===== config.mk =====
export PLATFORM = sky130hd
export DESIGN_NAME = ycc2rgb_front
export DESIGN_NICKNAME = d
export VERILOG_FILES = /design/src/sv/ycc2rgb_pkg.sv /design/src/sv/ycc2rgb_front.sv
export SDC_FILE = /design/constraint.sdc
export NUM_CORES = 2
export LEC_CHECK = 0
export ABC_CLOCK_PERIOD_IN_PS = 10000
export BUFFER_PORTS_ARGS = -buffer_cell sky130_fd_sc_hd__buf_2
export CELL_PAD_IN_SITES_DETAIL_PLACEMENT = 1
export CELL_PAD_IN_SITES_GLOBAL_PLACEMENT = 1
export CORE_ASPECT_RATIO = 0.9
export CORE_UTILIZATION = 46
export DETAILED_ROUTE_END_ITERATION = 6
export PLACE_DENSITY_LB_ADDON = 0.12
export SLEW_MARGIN = 20
export SYNTH_ARGS = -nofsm -noshare
export SYNTH_HDL_FRONTEND = slang
export SYNTH_SLANG_ARGS = --single-unit

===== constraint.sdc =====
create_clock -name clk -period 10 [get_ports clk]
set_clock_uncertainty 0.2 [all_clocks]
set_input_delay 1.5 -clock clk [delete_from_list [all_inputs] [get_ports clk]]
set_output_delay 1.5 -clock clk [all_outputs]
set_load 0.05 [all_outputs]

===== src/sv/ycc2rgb_pkg.sv =====
// shared types, register codes and fixed-point constants for the ycbcr to rgb converter
`timescale 1ns / 1ps

package ycc2rgb_pkg;

    localparam int SAMPLE_BITS_DEFAULT = 16;

    localparam int SAMPLE_W = 16;
    localparam int FRAC_W = 16;
    localparam int Q16_W = SAMPLE_W + FRAC_W;
    localparam int COEF_W = 18;
    localparam int CFG_INDEX_W = 3;
    localparam int DATA_W = 3 * SAMPLE_W;

    localparam logic [1:0] MODE_COPY = 2'd0;
    localparam logic [1:0] MODE_FULL = 2'd1;
    localparam logic [1:0] MODE_NOMINAL = 2'd2;

    localparam logic [CFG_INDEX_W-1:0] REG_MODE = 3'd0;
    localparam logic [CFG_INDEX_W-1:0] REG_NARROW_OUTPUT = 3'd1;
    localparam logic [CFG_INDEX_W-1:0] REG_COEF_CR_TO_R = 3'd2;
    localparam logic [CFG_INDEX_W-1:0] REG_COEF_CB_TO_G = 3'd3;
    localparam logic [CFG_INDEX_W-1:0] REG_COEF_CR_TO_G = 3'd4;
    localparam logic [CFG_INDEX_W-1:0] REG_COEF_CB_TO_B = 3'd5;

    localparam logic [1:0] MODE_RESET = MODE_FULL;
    localparam logic NARROW_RESET = 1'b0;
    localparam logic [COEF_W-1:0] COEF_CR_TO_R_RESET = 18'd91881;
    localparam logic [COEF_W-1:0] COEF_CB_TO_G_RESET = 18'd22554;
    localparam logic [COEF_W-1:0] COEF_CR_TO_G_RESET = 18'd46802;
    localparam logic [COEF_W-1:0] COEF_CB_TO_B_RESET = 18'd116130;

    // studio range stretch: luma * 255 / 219, chroma * 255 * 2048 / 7
    localparam int STRETCH_NUM = 255;
    localparam int LUMA_DIV = 219;
    localparam int CHROMA_DIV = 7;
    localparam int CHROMA_FRAC_W = 11;

    localparam int LUMA_N_W = 24;
    localparam int LUMA_MAGIC_W = 25;
    localparam int LUMA_SHIFT = 32;
    localparam int LUMA_A_W = 17;
    localparam int LUMA_B_W = 8;
    localparam logic [LUMA_MAGIC_W-1:0] LUMA_MAGIC = 25'd19611723;

    localparam int CHROMA_M_W = 23;
    localparam int CHROMA_MAGIC_W = 24;
    localparam int CHROMA_SHIFT = 26;
    localparam int CHROMA_A_W = 21;
    localparam int CHROMA_B_W = 3;
    localparam logic [CHROMA_MAGIC_W-1:0] CHROMA_MAGIC = 24'd9586981;

    localparam int PROD_W = COEF_W + 1 + Q16_W;
    localparam int ACC_W = PROD_W + 1;
    localparam int ACC_INT_W = ACC_W - 2 * FRAC_W;

    typedef logic [(1 << LUMA_B_W)-1:0][FRAC_W-1:0] luma_frac_t;
    typedef logic [(1 << CHROMA_B_W)-1:0][CHROMA_FRAC_W-1:0] chroma_frac_t;

    function automatic luma_frac_t build_luma_frac();
        luma_frac_t t;
        for (int i = 0; i < (1 << LUMA_B_W); i++)
        begin
            t[i] = FRAC_W'((i << FRAC_W) / LUMA_DIV);
        end
        return t;
    endfunction

    function automatic chroma_frac_t build_chroma_frac();
        chroma_frac_t t;
        for (int i = 0; i < (1 << CHROMA_B_W); i++)
        begin
            t[i] = CHROMA_FRAC_W'((i << CHROMA_FRAC_W) / CHROMA_DIV);
        end
        return t;
    endfunction

    localparam luma_frac_t LUMA_FRAC = build_luma_frac();
    localparam chroma_frac_t CHROMA_FRAC = build_chroma_frac();

    typedef struct packed {
        logic [1:0]        mode;
        logic              narrow_output;
        logic [COEF_W-1:0] coef_cr_to_r;
        logic [COEF_W-1:0] coef_cb_to_g;
        logic [COEF_W-1:0] coef_cr_to_g;
        logic [COEF_W-1:0] coef_cb_to_b;
    } cfg_t;

    typedef struct packed {
        logic [SAMPLE_W-1:0]     y;
        logic [SAMPLE_W-1:0]     cb;
        logic [SAMPLE_W-1:0]     cr;
        logic [Q16_W-1:0]        y16;
        logic signed [Q16_W-1:0] dcb;
        logic signed [Q16_W-1:0] dcr;
    } mtx_in_t;

endpackage


===== src/sv/ycc2rgb_front.sv =====
// input stages: sample masking, studio range stretch and q16 operand selection
`timescale 1ns / 1ps

module ycc2rgb_front
    import ycc2rgb_pkg::*;
#(
    parameter int SAMPLE_BITS = SAMPLE_BITS_DEFAULT
)
(
    input  logic                clk,
    input  logic                rst_n,
    input  cfg_t                cfg,
    input  logic                in_valid,
    output logic                in_ready,
    input  logic [SAMPLE_W-1:0] in_luma,
    input  logic [SAMPLE_W-1:0] in_cb,
    input  logic [SAMPLE_W-1:0] in_cr,
    output logic                out_valid,
    input  logic                out_ready,
    output mtx_in_t             out_data
);

    localparam logic [SAMPLE_W-1:0] SMAX = SAMPLE_W'((1 << SAMPLE_BITS) - 1);
    localparam logic [SAMPLE_W-1:0] SMID = SAMPLE_W'(1 << (SAMPLE_BITS - 1));
    localparam logic [SAMPLE_W-1:0] SBLACK = SAMPLE_W'(16 << (SAMPLE_BITS - 8));
    localparam logic [Q16_W-1:0] LUMA_SAT = {SMAX, {FRAC_W{1'b0}}};
    localparam logic [Q16_W-1:0] CHROMA_NEG_LIM = {SMID, {FRAC_W{1'b0}}};
    localparam logic [Q16_W-1:0] CHROMA_POS_LIM = {SMAX - SMID, {FRAC_W{1'b0}}};

    typedef struct packed {
        logic [SAMPLE_W-1:0] y;
        logic [SAMPLE_W-1:0] cb;
        logic [SAMPLE_W-1:0] cr;
        logic                neg_cb;
        logic                neg_cr;
    } raw_t;

    logic en1, en2, en3, en4;

    logic s1_valid_reg, s2_valid_reg, s3_valid_reg, s4_valid_reg;

    raw_t s1_raw_reg, s2_raw_reg, s3_raw_reg;
    raw_t s1_raw_next;

    logic [LUMA_N_W-1:0]   s1_n_reg, s2_n_reg;
    logic [CHROMA_M_W-1:0] s1_mcb_reg, s1_mcr_reg, s2_mcb_reg, s2_mcr_reg;
    logic [LUMA_N_W-1:0]   s1_n_next;
    logic [CHROMA_M_W-1:0] s1_mcb_next, s1_mcr_next;

    logic [LUMA_A_W-1:0]   s2_ay_reg, s3_ay_reg;
    logic [CHROMA_A_W-1:0] s2_acb_reg, s2_acr_reg, s3_acb_reg, s3_acr_reg;
    logic [LUMA_A_W-1:0]   s2_ay_next;
    logic [CHROMA_A_W-1:0] s2_acb_next, s2_acr_next;

    logic [LUMA_B_W-1:0]   s3_by_reg, s3_by_next;
    logic [CHROMA_B_W-1:0] s3_bcb_reg, s3_bcr_reg, s3_bcb_next, s3_bcr_next;

    mtx_in_t out_data_reg, out_data_next;

    logic [SAMPLE_W-1:0] yoff, mag_cb, mag_cr;

    logic [LUMA_N_W+LUMA_MAGIC_W-1:0]     y_prod;
    logic [CHROMA_M_W+CHROMA_MAGIC_W-1:0] cb_prod, cr_prod;

    logic [LUMA_N_W-1:0]   y_rem;
    logic [CHROMA_M_W-1:0] cb_rem, cr_rem;

    logic [LUMA_A_W+FRAC_W-1:0] y16_wide;
    logic [Q16_W-1:0]           y16_nom, q_cb, q_cr, qs_cb, qs_cr;
    logic signed [Q16_W-1:0]    d_cb_nom, d_cr_nom;
    logic signed [SAMPLE_W:0]   diff_cb, diff_cr;
    logic [SAMPLE_W+FRAC_W:0]   full_cb, full_cr;

    assign en4 = !s4_valid_reg || out_ready;
    assign en3 = !s3_valid_reg || en4;
    assign en2 = !s2_valid_reg || en3;
    assign en1 = !s1_valid_reg || en2;
    assign in_ready = en1;
    assign out_valid = s4_valid_reg;
    assign out_data = out_data_reg;

    // stage 1: mask, offsets and x255
    always_comb
    begin
        s1_raw_next.y = in_luma & SMAX;
        s1_raw_next.cb = in_cb & SMAX;
        s1_raw_next.cr = in_cr & SMAX;
        s1_raw_next.neg_cb = s1_raw_next.cb < SMID;
        s1_raw_next.neg_cr = s1_raw_next.cr < SMID;
        yoff = (s1_raw_next.y >= SBLACK) ? s1_raw_next.y - SBLACK : '0;
        mag_cb = s1_raw_next.neg_cb ? SMID - s1_raw_next.cb : s1_raw_next.cb - SMID;
        mag_cr = s1_raw_next.neg_cr ? SMID - s1_raw_next.cr : s1_raw_next.cr - SMID;
        s1_n_next = LUMA_N_W'(yoff) * LUMA_N_W'(STRETCH_NUM);
        s1_mcb_next = CHROMA_M_W'(mag_cb) * CHROMA_M_W'(STRETCH_NUM);
        s1_mcr_next = CHROMA_M_W'(mag_cr) * CHROMA_M_W'(STRETCH_NUM);
    end

    // stage 2: quotient by reciprocal multiply
    always_comb
    begin
        y_prod = (LUMA_N_W + LUMA_MAGIC_W)'(s1_n_reg) * (LUMA_N_W + LUMA_MAGIC_W)'(LUMA_MAGIC);
        cb_prod = (CHROMA_M_W + CHROMA_MAGIC_W)'(s1_mcb_reg)
            * (CHROMA_M_W + CHROMA_MAGIC_W)'(CHROMA_MAGIC);
        cr_prod = (CHROMA_M_W + CHROMA_MAGIC_W)'(s1_mcr_reg)
            * (CHROMA_M_W + CHROMA_MAGIC_W)'(CHROMA_MAGIC);
        s2_ay_next = y_prod[LUMA_SHIFT +: LUMA_A_W];
        s2_acb_next = cb_prod[CHROMA_SHIFT +: CHROMA_A_W];
        s2_acr_next = cr_prod[CHROMA_SHIFT +: CHROMA_A_W];
    end

    // stage 3: remainders
    always_comb
    begin
        y_rem = s2_n_reg - LUMA_N_W'(s2_ay_reg) * LUMA_N_W'(LUMA_DIV);
        cb_rem = s2_mcb_reg - CHROMA_M_W'(s2_acb_reg) * CHROMA_M_W'(CHROMA_DIV);
        cr_rem = s2_mcr_reg - CHROMA_M_W'(s2_acr_reg) * CHROMA_M_W'(CHROMA_DIV);
        s3_by_next = y_rem[LUMA_B_W-1:0];
        s3_bcb_next = cb_rem[CHROMA_B_W-1:0];
        s3_bcr_next = cr_rem[CHROMA_B_W-1:0];
    end

    // stage 4: fraction tables, saturation and mode select
    always_comb
    begin
        y16_wide = {s3_ay_reg, LUMA_FRAC[s3_by_reg]};
        y16_nom = (y16_wide > (LUMA_A_W + FRAC_W)'(LUMA_SAT)) ? LUMA_SAT : y16_wide[Q16_W-1:0];
        q_cb = {s3_acb_reg, CHROMA_FRAC[s3_bcb_reg]};
        q_cr = {s3_acr_reg, CHROMA_FRAC[s3_bcr_reg]};
        if (s3_raw_reg.neg_cb)
        begin
            qs_cb = (q_cb > CHROMA_NEG_LIM) ? CHROMA_NEG_LIM : q_cb;
        end
        else
        begin
            qs_cb = (q_cb > CHROMA_POS_LIM) ? CHROMA_POS_LIM : q_cb;
        end
        if (s3_raw_reg.neg_cr)
        begin
            qs_cr = (q_cr > CHROMA_NEG_LIM) ? CHROMA_NEG_LIM : q_cr;
        end
        else
        begin
            qs_cr = (q_cr > CHROMA_POS_LIM) ? CHROMA_POS_LIM : q_cr;
        end
        d_cb_nom = s3_raw_reg.neg_cb ? $signed(Q16_W'(0) - qs_cb) : $signed(qs_cb);
        d_cr_nom = s3_raw_reg.neg_cr ? $signed(Q16_W'(0) - qs_cr) : $signed(qs_cr);
        diff_cb = $signed({1'b0, s3_raw_reg.cb}) - $signed({1'b0, SMID});
        diff_cr = $signed({1'b0, s3_raw_reg.cr}) - $signed({1'b0, SMID});
        full_cb = {diff_cb, {FRAC_W{1'b0}}};
        full_cr = {diff_cr, {FRAC_W{1'b0}}};

        out_data_next.y = s3_raw_reg.y;
        out_data_next.cb = s3_raw_reg.cb;
        out_data_next.cr = s3_raw_reg.cr;
        if (cfg.mode == MODE_NOMINAL)
        begin
            out_data_next.y16 = y16_nom;
            out_data_next.dcb = d_cb_nom;
            out_data_next.dcr = d_cr_nom;
        end
        else
        begin
            out_data_next.y16 = {s3_raw_reg.y, {FRAC_W{1'b0}}};
            out_data_next.dcb = $signed(full_cb[Q16_W-1:0]);
            out_data_next.dcr = $signed(full_cr[Q16_W-1:0]);
        end
    end

    always_ff @(posedge clk or negedge rst_n)
    begin
        if (!rst_n)
        begin
            s1_valid_reg <= 1'b0;
            s2_valid_reg <= 1'b0;
            s3_valid_reg <= 1'b0;
            s4_valid_reg <= 1'b0;
        end
        else
        begin
            if (en1)
            begin
                s1_valid_reg <= in_valid;
            end
            if (en2)
            begin
                s2_valid_reg <= s1_valid_reg;
            end
            if (en3)
            begin
                s3_valid_reg <= s2_valid_reg;
            end
            if (en4)
            begin
                s4_valid_reg <= s3_valid_reg;
            end
        end
    end

    always_ff @(posedge clk)
    begin
        if (en1)
        begin
            s1_raw_reg <= s1_raw_next;
            s1_n_reg <= s1_n_next;
            s1_mcb_reg <= s1_mcb_next;
            s1_mcr_reg <= s1_mcr_next;
        end
        if (en2)
        begin
            s2_raw_reg <= s1_raw_reg;
            s2_n_reg <= s1_n_reg;
            s2_mcb_reg <= s1_mcb_reg;
            s2_mcr_reg <= s1_mcr_reg;
            s2_ay_reg <= s2_ay_next;
            s2_acb_reg <= s2_acb_next;
            s2_acr_reg <= s2_acr_next;
        end
        if (en3)
        begin
            s3_raw_reg <= s2_raw_reg;
            s3_ay_reg <= s2_ay_reg;
            s3_acb_reg <= s2_acb_reg;
            s3_acr_reg <= s2_acr_reg;
            s3_by_reg <= s3_by_next;
            s3_bcb_reg <= s3_bcb_next;
            s3_bcr_reg <= s3_bcr_next;
        end
        if (en4)
        begin
            out_data_reg <= out_data_next;
        end
    end

endmodule


==> flow_summary.json <==
{
  "status": "complete, no violations",
  "clkTransAtPathRegs_ns": 0.07,
  "clk_latency_ns": 0.68,
  "syn-cell-area_um2": 51500,
  "synth_seq_cells": 532,
  "grt_max_degree": 68,
  "maxSlewHeadroom_pct": 31.9,
  "num_antenna_cells": 0,
  "worstPathMaxFanout": 8,
  "drive_above_1_share_pct": 7.34,
  "drv_cap": 0,
  "critical_path.most_common_cell": "fa_1",
  "syn-num-nets": 6242,
  "final_cell_mix": "1005 x inv_1, 798 x ha_1, 563 x fa_1",
  "cts_tree": "done",
  "grt_overflow_total": 0,
  "cts_hold_buf": 0,
  "groute.layer.met3.usage_pct": 2.88,
  "start_util_pct": 46.4,
  "cpLargestDelayFamily": "adder cells",
  "synth_warnings": 0,
  "grt-busiest-layer": "met2",
  "grt_pass1_wl_um": 213000,
  "required_ns": 10.21,
  "rows": 116,
  "post_cts_resized": 0,
  "die_h_um": 319,
  "rr_worst_depth": 24,
  "numCtsBuffers": 59,
  "post-route-period-util_pct": 77.4,
  "grt_util_met2_pct": 39.2,
  "clock_sinks": 532,
  "grt_usage_pct": 24.0,
  "antenna_found_initial": 6,
  "yosysSeqAreaShare_pct": 30.6,
  "first_pass_iters": 5,
  "dieArea_um2": 113000,
  "max_freq_ghz": 0.129,
  "port_buffers": 199,
  "cts_setup_buffers": 0,
  "grt_pass1_vias": 37700,
  "worstPathArrival_ns": 7.95,
  "final.setup.tns_ns": 0,
  "synth_ff_type": "edfxtp_1",
  "timing.final.setup_violations": 0,
  "worst-path-stages": 24,
  "synth_edf_count": 506,
  "cp_cell_sequence": "ha_1, ha_1, inv_1, fa_1, inv_1, fa_1, fa_1, inv_1, fa_1, fa_1, inv_1, ha_1, nand4_1, nor2_1, nand3_1, a31oi_1, a2111oi_2, o21a_1, o21a_1, o21ai_1, a41o_1, nor2_1, o21ai_0, xor2_1",
  "nNetsFinal": 6425,
  "ios": 273,
  "coreArea_um2": 111000,
  "cts-root-buf": "clkbuf_16",
  "synthArstFlopShare_pct": 0.752,
  "num_vias": 34600,
  "drcViolationCount": 0,
  "finalHoldViolations": 0,
  "finalCriticalPeriod_ns": 7.74,
  "cpPeakStageDelay_ns": 0.76,
  "cp-end-kind": "flop",
  "postRouteAntennaNets": 0,
  "syn_to_final_growth_pct": 9.14,
  "dp_hpwl_um": 108000,
  "synth.avg_cell_area_um2": 10.8,
  "drt-total-wl_um": 133000,
  "whs_path_depth": 0,
  "critPathLaunchType": "flop",
  "critPathSlowestCell": "edfxtp_1",
  "maxSlewViolCount": 0,
  "synthCells": 4754,
  "die_w_um": 355,
  "worstMarginPinSlew_ns": 1.02,
  "grt.met1_usage_pct": 34.7,
  "yosysUniqueCellTypes": 86,
  "post_drt_wl_per_cell_um": 20.6,
  "clockBufferDepth": 3,
  "viasPerCell": 5.35,
  "largest_reg_flops": 144,
  "mostFrequentLayoutCell": "inv_1",
  "gp_congestion": 0.874,
  "cp_num_buf_inv": 4,
  "drtIter0Drc": 1877,
  "rsz0062_at_grt": "false",
  "critPathKind": "reg2reg",
  "htreeDepth": 2,
  "min_path_type": "reg2reg"
}
-- final timing paths --
check,from,to,slack [ns]
worst max register to register,s1_n_reg[3],s2_ay_reg[13],2.26
min in group asynchronous,rst_n,out_valid,0.44
max in group asynchronous,rst_n,s1_valid_reg,9.04
worst max-delay path,s1_n_reg[3],s2_ay_reg[13],2.26
worst min register to register,s2_acr_reg[4],s3_acr_reg[4],0.20
worst min-delay path,s2_acr_reg[4],s3_acr_reg[4],0.20
-- metal layers --
layer | up-vias | wire length, µm
met5 | - | 0
met4 | 0 | 1870
met3 | 125 | 5770
met2 | 672 | 61800
met1 | 17400 | 63800
li1 | 16300 | -
-- cell type report --
cell class / instances / area, µm²
Timing Repair Buffer: 229 / 1220
Tap cell: 1475 / 1850
Inverter: 1009 / 3790
Sequential cell: 532 / 15700
Fill cell: 12100 / 54800
Clock inverter: 35 / 392
Clock buffer: 74 / 1560
Multi-Input combinational cell: 3106 / 31600
-- cell families (layout without fill, tap and decap cells) --
| kind of cell | after synthesis | in the layout | share of synthesized area [%] |
|---|---|---|---|
| flops | 532 | 532 | 30.6 |
| xor+xnor | 185 | 185 | 3.15 |
| fa+ha+maj | 1361 | 1361 | 41.3 |
| simple gates | 787 | 787 | 7.13 |
| compound gates | 757 | 757 | 9.29 |
| mux | 16 | 16 | 0.367 |
| buf+inv | 1116 | 1347 | 8.21 |
-- cell usage after synthesis, types with 50 or more instances --
cell type	number	area share [%]
a21oi_1	209	2.0
clkbuf_1	80	0.58
nor3_1	50	0.49
xnor2_1	124	2.1
nand2_1	250	1.8
ha_1	798	19
o21ai_0	197	1.9
xor2_1	61	1.0
edfxtp_1	506	30
inv_1	1006	7.3
fa_1	563	22
nor2_1	240	1.7
-- through the flow --
stage                     hold slack (ns)  instance area, µm²  utilization (%)  instances  worst slack, ns
after CTS                           0.210               56200             50.6       6460             2.24
after detailed placement            0.206               54200             48.8       6351             1.76
after floorplan                     0.200               51500                -       4754            0.766
final                               0.201               56200             50.6       6460             2.26
after global placement              0.201               54200             48.8       6350             1.99
after global routing                0.218               56200             50.6       6460             1.73
Power is not shown: default switching activity piles up to over one toggle a cycle in this logic, so the estimate is an artifact.
